<file path="config.mk">
export PLATFORM = sky130hd
export DESIGN_NAME = crrm_ctrl
export DESIGN_NICKNAME = d
export VERILOG_FILES = /design/src/crrm_pkg.sv /design/src/crrm_ctrl.sv
export VERILOG_INCLUDE_DIRS = /design/src /design/src/src
export SDC_FILE = /design/constraint.sdc
export NUM_CORES = 1
export LEC_CHECK = 0
export BUFFER_PORTS_ARGS = -buffer_cell sky130_fd_sc_hd__buf_2
export CORE_MARGIN = 10
export CORE_UTILIZATION = 30
export CTS_BUF_LIST = sky130_fd_sc_hd__clkbuf_16
export CTS_CLUSTER_SIZE = 10
export DETAILED_ROUTE_END_ITERATION = 10
export GPL_TIMING_DRIVEN = 0
export PLACE_DENSITY_LB_ADDON = 0.3
export SYNTH_ARGS = -nofsm -noshare
export SYNTH_HDL_FRONTEND = slang
export SYNTH_SLANG_ARGS = --single-unit
</file>
<file path="constraint.sdc">
create_clock -name clock -period 1.8 [get_ports clock]
set_clock_uncertainty 0.05 [all_clocks]
set_input_delay 0 -clock clock [delete_from_list [all_inputs] [get_ports clock]]
set_output_delay 0 -clock clock [all_outputs]
set_load 0.05 [all_outputs]
</file>
<file path="src/chained_range_remap_min_core_defines.svh">
// Assertion macros shared by the chained range remap core.
// Define NO_ASSERTIONS to compile the checks out; no other dependencies.
`ifndef CHAINED_RANGE_REMAP_MIN_CORE_DEFINES_SVH
`define CHAINED_RANGE_REMAP_MIN_CORE_DEFINES_SVH

`ifndef NO_ASSERTIONS
// Check that is switched off while reset is high.
`define CRRM_ASSERT(label, clk, rst, prop, msg) \
   label: assert property (@(posedge clk) disable iff (rst) prop) else $error(msg);
// Check that also runs during reset.
`define CRRM_ASSERT_ALWAYS(label, clk, prop, msg) \
   label: assert property (@(posedge clk) prop) else $error(msg);
`else
`define CRRM_ASSERT(label, clk, rst, prop, msg)
`define CRRM_ASSERT_ALWAYS(label, clk, prop, msg)
`endif

`endif

</file>
<file path="src/crrm_pkg.sv">
// Shared types and constants of the chained range remap core.
// No dependencies; used by the controller, the datapath and the top level.
`default_nettype none

package crrm_pkg;

   // Operation codes carried in req_tuser.
   localparam int FUNC_W = 2;
   localparam logic [FUNC_W-1:0] FUNC_LOAD  = 2'd0;
   localparam logic [FUNC_W-1:0] FUNC_XLATE = 2'd1;
   localparam logic [FUNC_W-1:0] FUNC_CLEAR = 2'd2;

   // Field widths.
   localparam int STAGE_W = 3;
   localparam int SLOT_W  = 6;
   localparam int WORD_W  = 32;

   // Request tdata layout, lowest bit first.
   localparam int STAGE_LSB   = 0;
   localparam int SLOT_LSB    = STAGE_LSB + STAGE_W;
   localparam int DEST_LSB    = SLOT_LSB + SLOT_W;
   localparam int SRC_LSB     = DEST_LSB + WORD_W;
   localparam int SPAN_LSB    = SRC_LSB + WORD_W;
   localparam int KEY_LSB     = SPAN_LSB + WORD_W;
   localparam int REQ_USED_W  = KEY_LSB + WORD_W;
   localparam int REQ_TDATA_W = ((REQ_USED_W + 7) / 8) * 8;

   // Response tdata layout: mapped value, running minimum, seen flag.
   localparam int RSP_USED_W  = 2 * WORD_W + 1;
   localparam int RSP_TDATA_W = ((RSP_USED_W + 7) / 8) * 8;
   localparam int RSP_PAD_W   = RSP_TDATA_W - RSP_USED_W;

   // Commands from the controller to the datapath.
   typedef struct packed {
      logic              capture;  // take a new request into the work registers
      logic              step;     // run the value through the stage at row
      logic              commit;   // apply side effects and load the response
      logic              sweep;    // clear the valid bits of the row
      logic [FUNC_W-1:0] func;     // operation of the item in flight
   } cmd_type;

endpackage

`default_nettype wire

</file>
<file path="src/crrm_ctrl.sv">
// Controller state machine of the chained range remap core.
// Uses crrm_pkg and the assertion macros in chained_range_remap_min_core_defines.svh.
`default_nettype none
`include "chained_range_remap_min_core_defines.svh"

module crrm_ctrl #(
   parameter int NUM_STAGES = 7,
   localparam int ROW_W = (NUM_STAGES > 1) ? $clog2(NUM_STAGES) : 1
) (
   input  wire logic                          clock,
   input  wire logic                          reset,
   input  wire logic                          req_tvalid,
   input  wire logic [crrm_pkg::FUNC_W-1:0]   req_func,
   output      logic                          req_tready,
   output      logic                          rsp_tvalid,
   input  wire logic                          rsp_tready,
   output      crrm_pkg::cmd_type             cmd,
   output      logic [ROW_W-1:0]              row
);

   localparam logic [1:0] S_SWEEP  = 2'd0;
   localparam logic [1:0] S_IDLE   = 2'd1;
   localparam logic [1:0] S_XLATE  = 2'd2;
   localparam logic [1:0] S_FINISH = 2'd3;
   localparam logic [ROW_W-1:0] LAST_ROW = ROW_W'(NUM_STAGES - 1);

   logic [1:0]                    state_ff, state_in;
   logic [ROW_W-1:0]              cnt_ff, cnt_in;
   logic [crrm_pkg::FUNC_W-1:0]   func_ff, func_in;
   logic                          rsp_valid_ff, rsp_valid_in;
   logic                          last_row;

   assign last_row   = (cnt_ff == LAST_ROW);
   assign req_tready = (state_ff == S_IDLE);
   assign rsp_tvalid = rsp_valid_ff;
   assign row        = cnt_ff;

   always_comb begin
      state_in     = state_ff;
      cnt_in       = cnt_ff;
      func_in      = func_ff;
      rsp_valid_in = rsp_valid_ff && !rsp_tready;
      cmd          = '0;
      cmd.func     = func_ff;
      unique case (state_ff)
         S_SWEEP: begin
            cmd.sweep = 1'b1;
            if (last_row) begin
               state_in = S_IDLE;
               cnt_in   = '0;
            end else begin
               cnt_in = cnt_ff + 1'b1;
            end
         end
         S_IDLE: begin
            if (req_tvalid) begin
               cmd.capture = 1'b1;
               func_in     = req_func;
               cnt_in      = '0;
               state_in    = (req_func == crrm_pkg::FUNC_XLATE) ? S_XLATE : S_FINISH;
            end
         end
         S_XLATE: begin
            cmd.step = 1'b1;
            if (last_row) begin
               state_in = S_FINISH;
               cnt_in   = '0;
            end else begin
               cnt_in = cnt_ff + 1'b1;
            end
         end
         S_FINISH: begin
            if (!rsp_valid_ff || rsp_tready) begin
               cmd.commit   = 1'b1;
               rsp_valid_in = 1'b1;
               cnt_in       = '0;
               state_in     = (func_ff == crrm_pkg::FUNC_CLEAR) ? S_SWEEP : S_IDLE;
            end
         end
         default: begin
            state_in = S_SWEEP;
            cnt_in   = '0;
         end
      endcase
   end

   always_ff @(posedge clock) begin
      if (reset) begin
         state_ff     <= S_SWEEP;
         cnt_ff       <= '0;
         func_ff      <= crrm_pkg::FUNC_LOAD;
         rsp_valid_ff <= 1'b0;
      end else begin
         state_ff     <= state_in;
         cnt_ff       <= cnt_in;
         func_ff      <= func_in;
         rsp_valid_ff <= rsp_valid_in;
      end
   end

   `CRRM_ASSERT_ALWAYS(a_reset_starts_sweep, clock, reset |=> (state_ff == S_SWEEP && cnt_ff == '0), "reset must start the clearing pass at row zero")
   `CRRM_ASSERT(a_xlate_starts_row0, clock, reset, (req_tvalid && req_tready && req_func == crrm_pkg::FUNC_XLATE) |=> (state_ff == S_XLATE && cnt_ff == '0), "translate must begin at stage zero")
   `CRRM_ASSERT(a_commit_slot_free, clock, reset, cmd.commit |-> (!rsp_valid_ff || rsp_tready), "response overwritten before it was taken")
   `CRRM_ASSERT(a_row_in_range, clock, reset, (state_ff == S_SWEEP || state_ff == S_XLATE) |-> (32'(cnt_ff) < NUM_STAGES), "row counter beyond the last stage")

endmodule

`default_nettype wire

</file>
==> results of run 1 <==
placed cells by master (no fill, tap or decap):
master / synthesis / final
inv_1: 5 / 5
nand2b_1: 5 / 5
o21ai_0: 1 / 1
nand3_1: 2 / 2
mux2i_1: 1 / 1
a21oi_1: 5 / 5
clkbuf_16: 0 / 3
a211oi_1: 1 / 1
dfxtp_1: 8 / 8
a221oi_1: 2 / 2
o32ai_1: 1 / 1
nand2_1: 3 / 3
a221oi_2: 1 / 1
and3b_1: 1 / 1
buf_2: 1 / 16
ha_2: 0 / 2
or3_1: 1 / 1
clkbuf_1: 1 / 1
ha_1: 4 / 2
nand4_1: 2 / 2
nor2_1: 4 / 4
nand3b_1: 2 / 2
a211o_1: 1 / 1
dlygate4sd3_1: 0 / 2
nor2b_1: 3 / 3
or2_0: 1 / 1
path summary, 6_finish.rpt:
path                from          end  depth (start not counted)
max          state_ff[0]  state_ff[0]                          6
min           rsp_tready   rsp_tvalid                          4
max reg2reg  state_ff[0]  state_ff[0]                          6
min reg2reg   func_ff[0]   func_ff[0]                          2
report_power, final:
part	switching, W	total, W	internal (W)	leakage [nW]
clock network	0.0000886	0.000375	0.000286	0.0370
registers	0.0000404	0.000263	0.000223	0.0651
logic	0.000380	0.000550	0.000169	0.194
critical path, cell delays in order (launching register included):
cell and delay [ns]:
dfxtp_1 0.34, inv_1 0.09, ha_2 0.19, or2_0 0.20, buf_2 0.15, a211o_1 0.30
a221oi_2 0.23
per-stage QoR:
stage | hold WS, ns | std cells
finish | 0.0239 | 92
global route | 0.0454 | 92
global placement | 0.220 | 87
CTS | 0.0219 | 92
detailed placement | 0.226 | 87
floorplan | 0.0975 | 56
layer usage:
layer,GRT usage,wire length (um),up-vias
met5,0,0,-
met4,0.0385,19,0
met3,0.0515,101,3
met2,0.105,566,10
met1,0.0660,462,201
li1,-,-,236
final cells by class:
type / instances / area [um2]
Buffer: 2 / 8.76
Clock buffer: 3 / 75.1
Fill cell: 152 / 823
Inverter: 5 / 18.8
Multi-Input combinational cell: 41 / 288
Sequential cell: 8 / 160
Tap cell: 16 / 20.0
Timing Repair Buffer: 17 / 95.1
kinds of logic after synthesis:
| kind of cell | count (synthesis) | share of synthesized area |
|---|---|---|
| DFF | 8 | 0.340 |
| adders and majority gates | 4 | 0.106 |
| AOI/OAI and AO/OA | 12 | 0.186 |
| muxes | 1 | 0.0213 |
| and+or+nand+nor | 24 | 0.287 |
| buffers and inverters | 7 | 0.0585 |
registers in the layout (all words and copies together), names as in the netlist:
register and cells:
func_ff 2, row 3, rsp_tvalid 1, state_ff 2
timing repair:
action,CTS,global route
hold endpoints to repair,2,0
hold buffers,2,0
endpoints found under the setup margin,0,0
==> impl_results.md, run 1 <==
- Status: finished, final reports clean
- Max_cap viols: 0
- Routed wire per std cell: 12.5 um
- First-pass GRT wire length: 1790 um
- Synth Instances: 56
- Total CTS buffers: 3
- Die X: 59.6 um
- Cell leakage power: 0.296 nW
- Pwr/cell area: 1790 nW/um2
- Num rows: 14
- Max-slew headroom: 0.722
- RSZ-0062 raised after global routing: no
- TritonCTS clock tree: built
- Post-synthesis sequential area ratio: 0.340
- Worst-skew pair later-pin latency: 0.23 ns
- Critical path launch point type: flop
- Synth Warn #: 0
- Area Growth Syn to Fin: 41.5%
- Count of flip-flops with a built-in enable after synthesis: 0
- Tmin final: 1.65 ns
- Fin nets: 88
- Final setup TNS: 0 ns
- R2R setup slack: 0.15 ns
- Final setup fails: 0
- Via count: 450
- Final ANT Viol Nets: 0
- # diodes: 0
- Req. time, crit path: 1.89 ns
- CP Capture Type: flop
- CTS sink count: 8
- Achievable Freq: 607 MHz
- Leading cell type by number of instances after synthesis: dfxtp_1
- Routed WL: 1150 um
- Starting density of the core: 0.316
- Yosys top cell area share: 0.340
- Clock slew at reported path FFs: 0.04 ns
- Final worst slack: 0.151 ns
- Die Area: 3550 um2
- TritonRoute pass-1 iters: 4
- Initial drt markers: 9
- GRT overflow: 0
- Share of post-route cells with drive strength above 1: 0.289
- Syn Nets: 66
- Fin crit share: 0.916
- Clock Path Buffers: 2
- Commonest cells in the netlist: 8 x dfxtp_1, 5 x a21oi_1, 5 x inv_1, 5 x nand2b_1
- FF+latch count, synth: 8
- GRT Overall Usage: 0.0690
- DRC: 0
- Total power: 0.00119 W
- CP arrival: 1.74 ns
- DR vias/cell: 4.89
- Mapped cell area: 470 um2
- # resized after CTS: 0
- Postcts setup bufs: 0
- Final slew viol count: 0
- Most used DFF post-synth: dfxtp_1
- Largest net degree at the start of global routing: 11
- Post-route design area: 666 um2
- PortBufs: 15
- DP Area: 571 um2
- Antenna violations before repair: 0
- Vias in the first global route: 410
- Chip Height: 59.6 um
- DP Wirelength: 872 um
- Syn Area/Cell: 8.40 um2
- CP Class: flop to flop
- H-tree level count: 1
- HP Class: input port to flop
- Core area: 1490 um2
- Post-synth cell types: 23
- Maximum fanout along the worst path: 6
- Top post-synthesis cells by area: dfxtp_1 34%, ha_1 11%, nand2b_1 6.6%, a21oi_1 5.3%, inv_1 4.0%
- Maximum VDD drop: 0.930 mV
- Worst-margin pin slew: 0.417 ns
- Final GP Congestion: 0.754
- Setup Slack @ Placement: 0.144 ns
- I/O pin cnt: 17
- Asr flop ratio synth: 0
- Hold Vio Cnt, Final: 0
- Post-layout util: 0.447
- CTS root buf: clkbuf_16
- Post-synth top area cell: dfxtp_1
Power figures use the tool's default switching activity.
==> run 2: changes to the inputs <==
- CTS_BUF_LIST: sky130_fd_sc_hd__clkbuf_16 -> default
==> run 2 against run 1 <==
Critical path depth stayed put. Combinational power grew 1%. Clock-buffer cell count is the same. Wire length decreased by 2.0%. Final area is 3.4% lower. Highest routed layer unchanged.
==> impl_results.md, run 2 (synthesized netlist as in run 1, its figures left out) <==
- Fillers: 152 (unchanged)
- Final setup fails: 0 (unchanged)
- Top library cells by usage in the layout, fill and taps aside: 16 x buf_2, 8 x dfxtp_1
- PortBufs: 15 (unchanged)
- Most common cell after layout, fill and taps aside: buf_2
- Beginning of the worst hold path: reset
- Routed WL: 1130 um (-2.0%)
- Req. time, crit path: 1.91 ns (+0.02 ns)
- CP peak stage delay: 0.35 ns (about the same)
- DR vias/cell: 4.87 (-0.36%)
- DRC: 0 (unchanged)
- Initial drt markers: 8 (-1)
- Slowest CP cell: dfxtp_1
- Max_cap viols: 0 (unchanged)
- Fin nets: 91 (+3.4%)
- GRT overflow: 0 (unchanged)
- Critical path buffer and inverter count: 2 (unchanged)
- Cell leakage power: 0.280 nW (-5.4%)
- Final slew viol count: 0 (unchanged)
- DP Area: 571 um2 (unchanged)
- RSZ-0062 raised after global routing: no
- CP arrival: 1.76 ns (+0.02 ns)
- TritonRoute pass-1 iters: 4 (unchanged)
- Maximum fanout along the worst path: 6 (unchanged)
- DP Wirelength: 872 um (unchanged)
- Fin crit share: 0.915 (about the same)
- Hold Vio Cnt, Final: 0 (unchanged)
- Critical path launch point type: flop
- Die X: 59.6 um (unchanged)
- Via count: 463 (+2.9%)
- Antenna violations before repair: 0 (unchanged)
- Vias in the first global route: 401 (-2.2%)
- H-tree level count: 1 (unchanged)
- Share of post-route cells with drive strength above 1: 0.278 (-0.0110)
- Area Growth Syn to Fin: 36.7%
- Starting density of the core: 0.316 (unchanged)
- CP Cell Sequence: inv_1, ha_2, or2_0, buf_2, a211o_1, a221oi_2
- Achievable Freq: 607 MHz (about the same)
- Core area: 1490 um2 (unchanged)
- # diodes: 0 (unchanged)
- Hold buffer count at cts: 5 (+3)
- Worst setup path startpoint: state_ff[0]
- First-pass GRT wire length: 1730 um (-3.1%)
- Maximum VDD drop: 1.02 mV (+9.6%)
- Chip Height: 59.6 um (unchanged)
- Final GP Congestion: 0.754 (unchanged)
- Max-slew headroom: 0.724 (+0.00227)
- Worst-skew pair later-pin latency: 0.25 ns (+0.02 ns)
- Max reg flops: 3 (unchanged)
- Worst reg2reg startpoint: state_ff[0]
- CTS root buf: clkbuf_4
- GRT Overall Usage: 0.0643 (-0.00469)
- Final setup TNS: 0 ns (unchanged)
- Final ANT Viol Nets: 0 (unchanged)
- CP Capture Type: flop
- Worst-margin pin slew: 0.414 ns (-0.00340 ns)
- Postcts setup bufs: 0 (unchanged)
- CTS sink count: 8 (unchanged)
- CP Class: flop to flop
- HP Class: input port to flop
- Die Area: 3550 um2 (unchanged)
- I/O pin cnt: 17 (unchanged)
- Pwr/cell area: 1490 nW/um2 (-17%)
- Clock Path Buffers: 2 (unchanged)
- Clock slew at reported path FFs: 0.05 ns (about the same)
- TritonCTS clock tree: built
- Post-route design area: 643 um2 (-3.4%)
- CP top delay family: compound AO/OA/AOI/OAI gates
- # resized after CTS: 0 (unchanged)
- Routed wire per std cell: 11.9 um (-5.1%)
- Num rows: 14 (unchanged)
- Status: finished, final reports clean
- Tmin final: 1.65 ns (-0.00127 ns)
- Total power: 0.000956 W (-20%)
- Largest net degree at the start of global routing: 11 (unchanged)
- Total CTS buffers: 3 (unchanged)
[run 2: changes by cell type in the layout (fill, tap and decap cells not counted)]
| cell | before | now |
|---|---|---|
| clkbuf_4 | 0 | 3 |
| clkbuf_16 | 3 | 0 |
| dlygate4sd3_1 | 2 | 5 |
[run 2: power by group]
| group | internal, W | switching, W | leakage [nW] |
|---|---|---|---|
| combinational | 0.000177 | 0.000380 | 0.201 |
| clock | 0.0000762 | 0.0000600 | 0.0138 |
| sequential | 0.000222 | 0.0000411 | 0.0651 |
[run 2: layout make-up]
type / instances / area, um2 / area share
well taps: 16 / 20.0 / 0.0311
plain buffers: 2 / 8.76 / 0.0136
clock buffers: 3 / 22.5 / 0.0350
inverters: 5 / 18.8 / 0.0292
flip-flops and latches: 8 / 160 / 0.249
repair buffers: 20 / 125 / 0.195
multi-input cells: 41 / 288 / 0.447
[run 2: metrics by stage]
stage	worst slack, ns	hold slack [ns]	instances	util
final	0.153	0.0651	95	0.432
after global placement	0.158	0.220	87	0.383
after detailed placement	0.144	0.226	87	0.383
after CTS	0.132	0.0716	95	0.432
after floorplan	0.114	0.0975	56	-
after global routing	0.0539	0.0966	95	0.432
[run 2: final timing paths]
check / endpoint / slack [ns] / cells past startpoint
min: rsp_tvalid / 0.07 / 2
max reg2reg: state_ff[0] / 0.15 / 6
max: state_ff[0] / 0.15 / 6
min reg2reg: func_ff[0] / 0.42 / 2
[run 2: per-layer routing]
| metal | vias to the layer above | part of all wire | global-route usage |
|---|---|---|---|
| met1 | 208 | 0.42 | 0.0672 |
| met5 | - | 0 | 0 |
| li1 | 243 | - | - |
| met4 | 0 | 0.0071 | 0.00962 |
| met2 | 10 | 0.49 | 0.101 |
| met3 | 2 | 0.090 | 0.0515 |
